==> config.mk <==
export PLATFORM = sky130hd
export DESIGN_NAME = dcc_bit_stream_encoder
export DESIGN_NICKNAME = d
export VERILOG_FILES = /design/src/rtl/dccbse_pkg.sv /design/src/rtl/dcc_bit_stream_encoder.sv
export SDC_FILE = /design/constraint.sdc
export NUM_CORES = 1
export LEC_CHECK = 0
export CAP_MARGIN = 20
export CORE_MARGIN = 1
export CORE_UTILIZATION = 50
export CTS_CLUSTER_DIAMETER = 120
export CTS_CLUSTER_SIZE = 10
export DETAILED_ROUTE_END_ITERATION = 16
export DONT_BUFFER_PORTS = 1
export GPL_ROUTABILITY_DRIVEN = 0
export PLACE_DENSITY = 0.68
export SLEW_MARGIN = 40
export SYNTH_ARGS = -nofsm -noshare
export SYNTH_HDL_FRONTEND = slang
export SYNTH_SLANG_ARGS = --single-unit
export TNS_END_PERCENT = 10
==> constraint.sdc <==
create_clock -name clk -period 3.1 [get_ports clk]
set_clock_uncertainty 0.1 [all_clocks]
set_input_delay 0.62 -clock clk [delete_from_list [all_inputs] [get_ports clk]]
set_output_delay 0.62 -clock clk [all_outputs]
set_load 0.1 [all_outputs]
==> src/rtl/dccbse_pkg.sv <==
// Package for the DCC bit stream encoder.
// Holds the beat payload types, packet size constants and phase codes; no dependencies.
`default_nettype none

package dccbse_pkg;

	localparam int MAX_PACKET_BYTES = 6;
	localparam int PACKET_W         = 8 * MAX_PACKET_BYTES;
	localparam int LEN_W            = 3;
	localparam int COUNT_W          = 8;
	localparam logic [COUNT_W-1:0] PREAMBLE_RESET = 8'd14;

	typedef enum logic [3:0] {
		PH_PREAMBLE = 4'b0001,
		PH_START    = 4'b0010,
		PH_BYTE     = 4'b0100,
		PH_STOP     = 4'b1000
	} phase_t;

	typedef enum logic {
		KIND_TICK = 1'b0,
		KIND_LOAD = 1'b1
	} kind_t;

	typedef struct packed {
		logic                kind;
		logic [PACKET_W-1:0] packet_data;
		logic [LEN_W-1:0]    packet_length;
	} item_t;

	typedef struct packed {
		logic line_bit;
		logic preamble_finished;
		logic packet_released;
		logic load_accepted;
	} result_t;

endpackage

`default_nettype wire

==> src/rtl/dcc_bit_stream_encoder.sv <==
// DCC bit stream encoder top level: packet slot, bit sequencer and result skid buffer.
// Depends on dccbse_pkg.
`default_nettype none

// One beat in, one result beat out. A tick beat returns the next line bit; a load beat
// offers a packet of 1..MAX_PACKET_BYTES bytes to the single slot and reports whether it
// was taken. A result is registered into the output register, or the skid entry when that
// is stalled; the two let a beat be accepted every cycle, and item_ready drops only while
// both hold unclaimed results. cfg_wdata sets the preamble length (reset 14); the user must
// see that it is written only while the block is idle: the block does not enforce this.
module dcc_bit_stream_encoder (
	input  wire                       clk,
	input  wire                       arst_n,
	input  wire                       item_valid,
	output logic                      item_ready,
	input  dccbse_pkg::item_t         item,
	output logic                      result_valid,
	input  wire                       result_ready,
	output dccbse_pkg::result_t       result,
	input  wire                       cfg_we,
	input  wire [dccbse_pkg::COUNT_W-1:0] cfg_wdata
);
	import dccbse_pkg::*;

	logic [COUNT_W-1:0]                 preamble_count_q;
	phase_t                             phase_q, phase_d;
	logic [COUNT_W-1:0]                 pre_cnt_q, pre_cnt_d;
	logic [2:0]                         byte_idx_q, byte_idx_d;
	logic [2:0]                         bit_pos_q, bit_pos_d;
	logic [MAX_PACKET_BYTES-1:0][7:0]   store_q;
	logic [LEN_W-1:0]                   len_q;
	logic                               pending_q, pending_d;
	logic                               load_take;
	result_t                            res_d;
	result_t                            skid_q;
	logic                               skid_valid_q;
	logic                               item_fire, result_fire;
	logic [COUNT_W-1:0]                 pre_cnt_inc;
	logic [2:0]                         byte_idx_inc;
	logic [2:0]                         byte_sel;
	logic [7:0]                         cur_byte;

	assign item_ready  = !skid_valid_q;
	assign item_fire   = item_valid && item_ready;
	assign result_fire = result_valid && result_ready;

	assign pre_cnt_inc  = pre_cnt_q + COUNT_W'(1);
	assign byte_idx_inc = byte_idx_q + 3'd1;
	// first byte sits in the top lane
	assign byte_sel     = 3'(MAX_PACKET_BYTES - 1) - byte_idx_q;
	assign cur_byte     = (byte_idx_q < 3'(MAX_PACKET_BYTES)) ? store_q[byte_sel] : 8'h00;

	assign load_take = !pending_q && (item.packet_length != '0)
		&& (item.packet_length <= LEN_W'(MAX_PACKET_BYTES));

	always_comb begin
		phase_d    = phase_q;
		pre_cnt_d  = pre_cnt_q;
		byte_idx_d = byte_idx_q;
		bit_pos_d  = bit_pos_q;
		pending_d  = pending_q;
		res_d      = '0;
		if (item.kind == KIND_LOAD) begin
			if (load_take) begin
				pending_d          = 1'b1;
				res_d.load_accepted = 1'b1;
			end
		end else begin
			unique case (phase_q)
				PH_PREAMBLE: begin
					res_d.line_bit = 1'b1;
					if (pre_cnt_inc >= preamble_count_q) begin
						pre_cnt_d               = '0;
						phase_d                 = PH_START;
						res_d.preamble_finished = 1'b1;
					end else begin
						pre_cnt_d = pre_cnt_inc;
					end
				end
				PH_START: begin
					// idle ones until a packet waits, then the start bit
					if (pending_q) begin
						phase_d        = PH_BYTE;
						res_d.line_bit = 1'b0;
					end else begin
						res_d.line_bit = 1'b1;
					end
				end
				PH_BYTE: begin
					res_d.line_bit = cur_byte[bit_pos_q];
					if (bit_pos_q == 3'd0) begin
						bit_pos_d = 3'd7;
						phase_d   = PH_STOP;
					end else begin
						bit_pos_d = bit_pos_q - 3'd1;
					end
				end
				PH_STOP: begin
					if (byte_idx_inc >= len_q) begin
						pending_d             = 1'b0;
						byte_idx_d            = '0;
						phase_d               = PH_PREAMBLE;
						res_d.packet_released = 1'b1;
						res_d.line_bit        = 1'b1;
					end else begin
						byte_idx_d     = byte_idx_inc;
						phase_d        = PH_BYTE;
						res_d.line_bit = 1'b0;
					end
				end
				default: begin
					phase_d = PH_PREAMBLE;
				end
			endcase
		end
	end

	always_ff @(posedge clk or negedge arst_n) begin
		if (!arst_n) begin
			preamble_count_q <= PREAMBLE_RESET;
			phase_q          <= PH_PREAMBLE;
			pre_cnt_q        <= '0;
			byte_idx_q       <= '0;
			bit_pos_q        <= 3'd7;
			len_q            <= '0;
			pending_q        <= 1'b0;
		end else begin
			if (cfg_we) begin
				preamble_count_q <= cfg_wdata;
			end
			if (item_fire) begin
				phase_q    <= phase_d;
				pre_cnt_q  <= pre_cnt_d;
				byte_idx_q <= byte_idx_d;
				bit_pos_q  <= bit_pos_d;
				pending_q  <= pending_d;
				if (item.kind == KIND_LOAD && load_take) begin
					len_q <= item.packet_length;
				end
			end
		end
	end

	always_ff @(posedge clk) begin
		if (item_fire && item.kind == KIND_LOAD && load_take) begin
			store_q <= item.packet_data;
		end
	end

	// output register plus one skid entry
	always_ff @(posedge clk or negedge arst_n) begin
		if (!arst_n) begin
			result_valid <= 1'b0;
			skid_valid_q <= 1'b0;
		end else begin
			if (item_fire) begin
				if (result_valid && !result_ready) begin
					skid_valid_q <= 1'b1;
				end else begin
					result_valid <= 1'b1;
				end
			end else if (result_fire) begin
				if (skid_valid_q) begin
					skid_valid_q <= 1'b0;
				end else begin
					result_valid <= 1'b0;
				end
			end
		end
	end

	always_ff @(posedge clk) begin
		if (item_fire) begin
			if (result_valid && !result_ready) begin
				skid_q <= res_d;
			end else begin
				result <= res_d;
			end
		end else if (result_fire && skid_valid_q) begin
			result <= skid_q;
		end
	end

endmodule

`default_nettype wire

Yosys cells after proc, flatten, opt, wreduce, memory -nomap -nowiden
Index checks and enable logic that the tools add are counted.
{"block": "word_totals", "regBits": 88, "inputBits": 65, "output_inout_bits": 6, "elab_cells": 109}
{"block": "classes", "addsub": 4, "n_lt_le_gt_ge": 6, "eq_ne": 11, "mux": 36, "bitwise": 1, "n_reduce_logical": 28}
{"op": "8-bit binary-select mux with 3-bit select", "n": 1}
{"op": "4-bit 2-to-1 mux", "n": 6}
{"op": "8-bit 2-to-1 mux", "n": 3}
{"op": "1-bit 2-to-1 mux", "n": 19}
{"op": "4-bit one-hot mux with 4 select lines", "n": 1}
{"op": "3-bit 2-to-1 mux", "n": 4}
{"op": "3-bit AND reduction", "n": 4}
{"op": "1-bit logical AND", "n": 9}
{"op": "8-bit by 1-bit adder with 8-bit output (second input constant)", "n": 1}
{"op": "8-bit >= comparator", "n": 1}
{"op": "3-bit by 4-bit less-than comparator with 1-bit output (second input constant)", "n": 2}
{"op": "2-bit != test (second input constant)", "n": 4}
{"op": "2-bit AND reduction", "n": 4}
{"op": "2-bit nonzero test", "n": 4}
{"op": "2-bit by 1-bit != test with 1-bit output (second input constant)", "n": 3}
{"op": "5-bit AND reduction", "n": 1}
{"op": "4-bit by 1-bit equality test with 1-bit output (second input constant)", "n": 1}
{"op": "4-bit by 2-bit equality test with 1-bit output (second input constant)", "n": 1}
{"op": "4-bit by 3-bit equality test with 1-bit output (second input constant)", "n": 1}
{"op": "4-bit equality test (second input constant)", "n": 1}
{"op": "1-bit one-hot mux with 4 select lines", "n": 1}
{"op": "4-bit AND reduction", "n": 1}
{"op": "3-bit by 1-bit adder with 3-bit output (second input constant)", "n": 1}
{"op": "1-bit binary-select mux with 3-bit select", "n": 1}
{"op": "9 further kinds", "n": 11}

Longest topological paths before layout
Gate-level depths: netlist of run 1.
{"block": "depth", "depth_word": 10, "depth_mapped": 9, "mapped_depth_nobuf": 9}

Least setup slack after synthesis of run 1
OpenSTA, ideal clock, no wires.
{"block": "synth_path", "path_type": "register to register", "startpoint": "register skid_valid_q", "endpoint": "register len_q[0]", "setup_ps": 128, "t_arrival_ps": 3428, "t_required_ps": 2872, "setup_slack_ps": -556, "path_stages_with_launch": 6, "path_buffers": 1, "synth_period_minus_slack_ps": 3656, "cell_sequence": "dfrtp_1 > inv_1 > nand2_1 > nor2b_1 > clkbuf_1 > mux2_2"}
{"block": "synth_between", "elab_chain_len": 3}
{"element": "start: declaration", "line_no": "dcc_bit_stream_encoder.sv:36", "text": "logic skid_valid_q;"}
{"element": "start signal: assignment", "line_no": "dcc_bit_stream_encoder.sv:154", "text": "skid_valid_q <= 1'b0;"}
{"element": "start signal: assignment", "line_no": "dcc_bit_stream_encoder.sv:158", "text": "skid_valid_q <= 1'b1;"}
{"element": "start signal: assignment", "line_no": "dcc_bit_stream_encoder.sv:164", "text": "skid_valid_q <= 1'b0;"}
{"element": "1-bit logical NOT", "line_no": "dcc_bit_stream_encoder.sv:43", "text": "assign item_ready = !skid_valid_q;"}
{"element": "via item_ready", "line_no": "dcc_bit_stream_encoder.sv:15", "text": "output logic item_ready,"}
{"element": "1-bit logical AND", "line_no": "dcc_bit_stream_encoder.sv:44", "text": "assign item_fire = item_valid && item_ready;"}
{"element": "2-bit AND reduction (no line)"}
{"element": "end signal: assignment", "line_no": "dcc_bit_stream_encoder.sv:138", "text": "len_q <= item.packet_length;"}
{"element": "end: declaration", "line_no": "dcc_bit_stream_encoder.sv:31", "text": "logic [LEN_W-1:0] len_q;"}
The timed path passes the listed nets, and every way through them passes these cells.
A chain may end at the register's enable or synchronous reset.

Worst setup path after layout of run 1
{"block": "layout_path", "startpoint": "register pre_cnt_q[0]", "endpoint": "register pre_cnt_q[1]"}
{"block": "layout_between", "elab_chain_len": 3}
{"element": "start: declaration", "line_no": "dcc_bit_stream_encoder.sv:27", "text": "logic [COUNT_W-1:0] pre_cnt_q, pre_cnt_d;"}
{"element": "start signal: assignment", "line_no": "dcc_bit_stream_encoder.sv:133", "text": "pre_cnt_q <= pre_cnt_d;"}
{"element": "8-bit by 1-bit adder with 8-bit output *", "line_no": "dcc_bit_stream_encoder.sv:47", "text": "assign pre_cnt_inc = pre_cnt_q + COUNT_W'(1);"}
{"element": "8-bit >= comparator", "line_no": "dcc_bit_stream_encoder.sv:72", "text": "if (pre_cnt_inc >= preamble_count_q) begin"}
{"element": "8-bit 2-to-1 mux *", "line_no": "dcc_bit_stream_encoder.sv:72"}
Mark *: on every way between the ends. The rest lies on a longest branch, timed or not.

==> results.txt, run 1 <==
The placed wire-length estimate is 4760 um. The count of state elements after synthesis is 88. The net count of the finished layout is 398. The area of the die came out at 0.00849 mm^2.

The compound-gate portion of the synthesized area is slightly above 10%. The total iterations of the first detailed-routing run is 5. The relative slew slack came out at 40.9%. In this run the critical register-to-register path is captured at pre_cnt_q[1]. The peak ir drop on the vdd network is 0.000287 V. The worst register-to-register path begins at pre_cnt_q[0].

Buffers placed on the I/O ports in this run total 0. The worst setup path is of the reg -> reg kind. The initial utilization of the core area, before any placement, comes to 52.0%.

Leaving out fill and tap cells, the most frequent cells in the layout are 56 x edfxtp_1, 30 x nand2_1, 25 x dfrtp_1. The sequential power share is between 50% and 60%. The worst setup path is captured at a register. The clock insertion delay at the later pin of the skew report is 0.35 ns. The clock network accounts for 22.7% of the total power. The proportion of layout cells with a drive suffix above 1 is 13.7%.

The remaining antenna violation count is 0. At the pin with the least slew margin, the transition time is 0.889 ns. The final instance count without filler cells came out at 424.

The cell area after synthesis is 0.00406 mm^2. The height of the die came out at 92.1 um. On the final layout, the worst hold slack is 0.222 ns. By area, the combinational part of the netlist is dominated by compound AO/OA/AOI/OAI gates. The maximum frequency from static timing analysis came out at 368 MHz.

The net count after synthesis is 388. The number of instances in the placed design came out at 406. The number of buffers inserted during clock tree synthesis came out at 9. The max-slew violation total from the final report was 0.

The post-synthesis xor/xnor area fraction is ~1.7%. The count of final hold-check violations was 0. Hold repair after CTS inserted 2 buffers.

After synthesis, the mean cell area works out to 13.2 um^2. Counting distinct cell types in the post-synthesis netlist gives between 50 and 60. The startpoint class of the critical path is a register. Setup repair after global routing left no endpoint under its margin. Synthesis produced 307 cells. Setup violations remaining at the end of the flow were counted as 0. The final antenna diode count is 0. The sum of negative setup slack came out at 0 ns. The startpoint of the most critical setup path is pre_cnt_q[0]. The clock root buffer is clkbuf_8.

The total overflow left after global routing is 0. The ratio of total power to cell area came out at ~710 mW/mm^2. The clock-pin slew on the worst setup and hold paths is 0.09 ns. After Yosys synthesis, full adders, half adders and majority gates account for 4.93% of the synthesized area. The total non-filler cell area in the finished layout came out at 0.00442 mm^2.

Fill cells in the final layout number 643. The worst reg2reg path depth came out at 9. The fraction of the mapped netlist area in simple logic gates came out at about 10%. The average wire per cell in the routed design is ~16 um. TritonCTS built the clock tree. The internal portion of the total power is between 2 and 2.5 mW.

The worst endpoint required time is roughly 3.3 ns. Pin placement for this block handled 71 I/O pins. Summed over all cells, the static leakage comes to about 1.7 nW.

The design draws 3.12 mW. Using the TritonRoute via totals, the vias-per-cell ratio works out to approximately 5.6. From synthesis to final layout, the design area changed by 8.87%. The iteration-0 DRC count of the detailed router came out at 99. The vias after detailed routing came out at ~2400. The net switching power came out at 1.09 mW. The worst hold path belongs to the class in -> reg.

The post-route clock period utilization is 87.6%. The number of placement rows came out at 32. The combinational cell fraction of total power is 23.5%. The setup slack of the worst register-to-register path is 0.39 ns.

The wire length of the first global-routing pass came out at around 11000 um. The count of H-tree levels built during CTS came out at 3. In this run the worst path has a maximum fanout of 8.

Among all flip-flop cells after synthesis, the most frequent one is edfxtp_1. The cell area reported after detailed placement is 0.00421 mm^2. The share of the yosys chip area belonging to registers came out at 61.3%. The run finished with clean final reports. The fraction of synthesis flops using an asynchronous set or reset pin is 36.4%. The time the worst path needs with I/O delays and setup is approximately 2.7 ns. The total of warnings raised by yosys came out at 0. The number of maximum-capacitance constraint violations is 0. The number of gates resized after CTS was 0. The startpoint identified for the worst hold timing path is cfg_we. The mux contribution to synthesized area is 8.07%.

The die span in x came out at between 90 and 100 um. Buffers added to address setup during post-CTS repair amount to 0. The number of clock sinks came out at between 80 and 90.

The synthesized design contains between 50 and 60 enable-type register cells. Leaving out fill and tap cells, the most frequent cell in the layout is edfxtp_1. The total global routing track utilization came out at 17.0%.

The net switching fraction of the power is 34.9%. In the routed design, unresolved DRC markers number 0. Wires add up to 6580 um. The core region is slightly below 0.008 mm^2. The largest net degree at the start of global routing came out at 49. The timing endpoint of the critical path is pre_cnt_q[1].

The critical path data arrival time is 2.87 ns. The number of antenna violations at the first check in global routing is 0. In this run the deepest clock path goes through 2 buffers.

The via count of the first global-routing pass is 2393.
## metal layers
layer	vias to the layer above	global-route usage [%]	part of all wire [%]	wire, um
li1	1162	-	-	-
met1	1125	21.5	46	3040
met3	13	5.47	4.9	322
met5	-	0	0	0
met4	0	7.94	2.3	148
met2	70	26.6	47	3060
## cell families after synthesis
logic type               Yosys count
adder cells (fa/ha/maj)           16
AND/OR/NAND/NOR                   84
flip-flops                        88
XOR/XNOR                           8
buffers and inverters             27
multiplexers                      20
AO/OA/AOI/OAI                     64
## area by class of cell
cell class,count,area (um^2),area share (%)
Clock buffer,10,138,3.11
Tap cell,102,128,2.89
Sequential cell,88,2490,56.3
Inverter,17,63.8,1.44
Timing Repair Buffer,9,115,2.60
Clock inverter,6,45.0,1.02
Multi-Input combinational cell,192,1440,32.6
## power by group through the flow
stage | logic [mW] | clock network [mW] | registers [mW]
3_3_place_gp | 0.642 | 0 | 1.74
5_1_grt | 0.826 | 0.780 | 1.71
3_5_place_dp | 0.729 | 0 | 1.70
4_1_cts | 0.744 | 0.737 | 1.68
2_1_floorplan | 0.497 | 0 | 1.75
6_report | 0.733 | 0.709 | 1.68
## worst min-delay path by stage
| stage | endpoint | slack (ns) | cells after the start |
|---|---|---|---|
| after floorplan | byte_idx_q[0] | 0.22 | 0 |
| after global placement | skid_valid_q | 0.23 | 0 |
| after detailed placement | skid_valid_q | 0.23 | 0 |
| after CTS | preamble_count_q[1] | 0.20 | 1 |
| after global routing | preamble_count_q[1] | 0.22 | 1 |
| final | preamble_count_q[1] | 0.22 | 1 |
## Yosys cell counts, drive strengths merged, types with 2 or more instances
cell,instances,area (um^2)
or4,2,15.0
dfstp,7,184
nor2,14,52.6
xor2,4,35.0
dfrtp,25,626
a211oi,4,35.0
and3,3,18.8
o211ai,5,42.5
a21o,6,45.0
edfxtp,56,1680
buf,5,43.8
nand2b,9,56.3
clkbuf,5,28.8
nand2,30,113
o21ai,25,125
mux2i,8,80.1
nand3,5,25.0
nor3,6,30.0
ha,16,200
a22o,5,45.0
xnor2,4,35.0
inv,17,63.8
mux2,4,45.0
and2b,2,17.5
a21oi,10,50.1
or2,2,12.5
o221ai,2,17.5
nand3b,2,15.0
nor2b,3,18.8
mux4,8,203
## worst max-delay path, stage by stage, from the launching register on
cell and delay (ns):
dfrtp_1 0.45, ha_1 0.25, nand3_1 0.13, nor2_1 0.15, xor2_1 0.23, ha_1 0.29, a21o_1 0.16, a21oi_1 0.29
o21ai_1 0.29, o31ai_1 0.29
## registers in the layout, summed over array words and instances, names as in the netlist
name and count:
len_q 3, bit_pos_q 3, byte_idx_q 3, pre_cnt_q 8, phase_q 4, preamble_count_q 8, skid_q 4, pending_q 1
result_valid 1, store_q 48, skid_valid_q 1, result 4
## stage by stage
stage | utilization [%] | worst slack (ns)
finish | 56.7 | 0.385
global placement | 53.6 | 0.515
global route | 56.7 | 0.101
detailed placement | 53.9 | 0.398
floorplan | - | 0.223
CTS | 56.7 | 0.411
No activity file was read; power rests on OpenSTA's default activity.
==> run 2, diff against run 1 <==
Settings changed: CORE_UTILIZATION 50 to 45, PLACE_DENSITY 0.68 to unset.
==> run 2 against run 1 <==
  * Total power up 5.1%
  * Final area grew 1.6%
  * Non-clock buffer count up 2
  * Via count shrank 1.7%
  * Clock-buffer cell count unchanged
  * Clock power increased by 18%
  * Core utilization down 5.1 points
  * Flip-flop and latch count unchanged
  * Largest power group unchanged
==> results.txt, run 2 (same netlist as run 1, synthesis figures left out) <==
The clock-pin slew on the worst setup and hold paths is 0.09 ns. The tightest hold margin came out at between 0.2 and 0.25 ns. The worst register-to-register path has a depth of 8. The clock insertion delay at the later pin of the skew report is 0.34 ns. Summed over all failing endpoints, the final setup total negative slack is 0 ns. The pre-antenna-repair detailed-routing pass consisted of 4 iterations. The placed wire-length estimate came out at between 4000 and 5000 um. For this run the aggregate overflow at the end of global routing stands at 0. Counting flops per register, the top entry is store_q. In the global route stage, met3 resource usage came out at 4.55%. The time the worst path needs with I/O delays and setup is 2.74 ns. The repair_antennas step left the layout with diodes totalling 0. The max-slew violation total from the final report is 0. The library cell used most frequently in the layout, excluding fill and tap cells, is edfxtp_1.

The number of setup buffers added after CTS is 0. For this run, global-route usage on met2 was measured as 24.6%. Port buffering added 0 buffers. The number of maximum-capacitance constraint violations is 0. The setup-violating endpoint count in the final report came out at 0.

For this design the ratio of total power to cell area is 730 mW/mm^2. The number of antenna violations at the first check in global routing is 0. STA classifies the critical path endpoint as a register.

The via count of the first global-routing pass came out at ~2400. Clock tree synthesis found a total of 88 sinks. The number of buffers inserted during clock tree synthesis came out at 9.

The run finished with clean final reports. The number of gates resized after CTS was 0. The largest net degree at the start of global routing came out at 33.

The die is 97.0 um tall. In the layout the commonest cells are 56 x edfxtp_1, 30 x nand2_1, 25 x dfrtp_1. Across the whole layout, storage elements account for 0.00249 mm^2. The net switching fraction of the power is 33.3%.

In the final layout, the registers with the most flip-flops are store_q: 48 flops, pre_cnt_q: 8 flops, preamble_count_q: 8 flops. Once detail routing completed, the nets flagged for antenna violations numbered 0. The worst endpoint required time is 3.10 ns. The register with the most flip-flops in the layout has 48 of them. The ratio of routed vias to standard cells is 5.39. The number of DRC violations after detailed routing is 0. After floorplanning, the core was sized to cover 0.00872 mm^2. Setup repair after global routing left no endpoint under its margin.

The count of nets after finishing is 400. The critical path in this run is classified as reg -> reg. The most critical setup path has its startpoint at byte_idx_q[0]. The effective utilization at floorplan came out at about 47%. The worst hold path begins at cfg_we.

The clock power share is 25.5%. After filler insertion, the fill cell instance count of the layout stands at 738. The global routing stage identified its most utilized layer as met2.

After floorplanning, the core was divided into 34 placement rows. The post-route clock period utilization is 88.3%. The relative slew slack is between 40% and 50%.

The first global-routing pass estimated 11600 um of wire. The peak ir drop on the vdd network came out at 0.000361 V. After the first detailed-routing iteration, the DRC count stood at 151. The critical path data arrival time came out at 2.74 ns. The startpoint class of the critical path is a register. Along the worst hold path, the cell count comes to 1. The die covers 0.00941 mm^2. The clock root buffer is clkbuf_8.

The net switching power came out at 1.09 mW. No sink is reached through more buffers than the 2 on the longest clock path. Per report_power, the sequential group accounts for 49.9% of the total.

The met1 track demand over resource is 20.8%. The cell-internal power came out at 2.19 mW. For this run, the top clock speed supported by timing is ~370 MHz. The proportion of layout cells with a drive suffix above 1 is 13.3%. Pin placement for this block handled 71 I/O pins.

The footprint of the multi-input gates is roughly 0.0014 mm^2. The worst hold path belongs to the class in -> reg. At the pin with the least slew margin, the transition time is 0.886 ns.

The beginning of the worst register-to-register path is byte_idx_q[0]. The die is slightly below 100 um wide. TritonCTS built the clock tree. The combinational cell fraction of total power came out at 24.7%. The count of final hold-check violations came to 0. The total power after layout is 3.28 mW.

For this block, the routed nets add up to 6860 um of wire. The average wire per cell in the routed design is 15.9 um. From synthesis to final layout, the design area changed by 10.6%.

The routed layout has between 2000 and 2500 vias. The peak fanout along the critical path is 12. Summed over all cells, the static leakage comes to 1.72 nW. The count of H-tree levels built during CTS is 3. The total global routing track utilization came out at 15.8%.
## run 2: changes by cell type in the layout (fill, tap and decap cells not counted)
cell,change
bufinv_16,+2
clkbuf_8,-1
buf_8,+1
clkinvlp_4,+1
buf_12,+1
clkinv_1,+2
clkbuf_1,+1
clkinv_2,-1
clkinvlp_2,-1
clkinv_4,-3
## run 2: what timing repair did
| item | CTS | global route |
|---|---|---|
| endpoints found under the hold margin | 31 | 0 |
| hold buffers | 2 | 0 |
| endpoints found under the setup margin | 0 | 0 |
## run 2: final timing paths
check	end	slack, ns
setup / recovery	result[3]	0.36
hold reg to reg	pre_cnt_q[7]	0.41
hold / removal	preamble_count_q[3]	0.23
setup reg to reg	result[3]	0.36
max in group asynchronous	bit_pos_q[2]	1.95
min in group asynchronous	phase_q[0]	0.68
## run 2: power by group through the flow
stage	Clock, mW	Sequential, mW	Combinational, mW
global route	0.913	1.66	0.897
global placement	0	1.73	0.662
floorplan	0	1.75	0.497
finish	0.836	1.64	0.810
CTS	0.869	1.64	0.817
detailed placement	0	1.66	0.796
## run 2: critical path, cell delays in order (launching register included)
cell and delay, ns:
dfrtp_1 0.71, ha_1 0.26, xor2_1 0.20, ha_1 0.28
a21oi_1 0.13, o21ai_0 0.24, a21oi_1 0.21, o2bb2ai_1 0.11
mux2_2 0.26
## run 2: final cells by class
type,count,share of cell area [%]
Multi-Input combinational cell,192,32.1
Timing Repair Buffer,11,3.34
Clock buffer,10,2.84
Inverter,17,1.42
Clock inverter,6,1.87
Tap cell,108,3.01
Sequential cell,88,55.4
## run 2: per-stage QoR
| stage | setup slack [ns] | area (um^2) | instances | util [%] |
|---|---|---|---|---|
| 6_report | 0.363 | 4490 | 432 | 51.5 |
| 5_1_grt | 0.0884 | 4490 | 432 | 51.5 |
| 4_1_cts | 0.301 | 4490 | 432 | 51.5 |
| 3_5_place_dp | 0.331 | 4250 | 414 | 48.8 |
| 3_3_place_gp | 0.403 | 4210 | 412 | 48.3 |
| 2_1_floorplan | 0.223 | 4060 | 307 | - |
## run 2: routing by layer
layer  share of wire, %  vias to the layer above
met5                  0                        -
met1                 47                     1098
li1                   -                     1164
met4                1.8                        0
met3                4.4                       11
met2                 47                       57
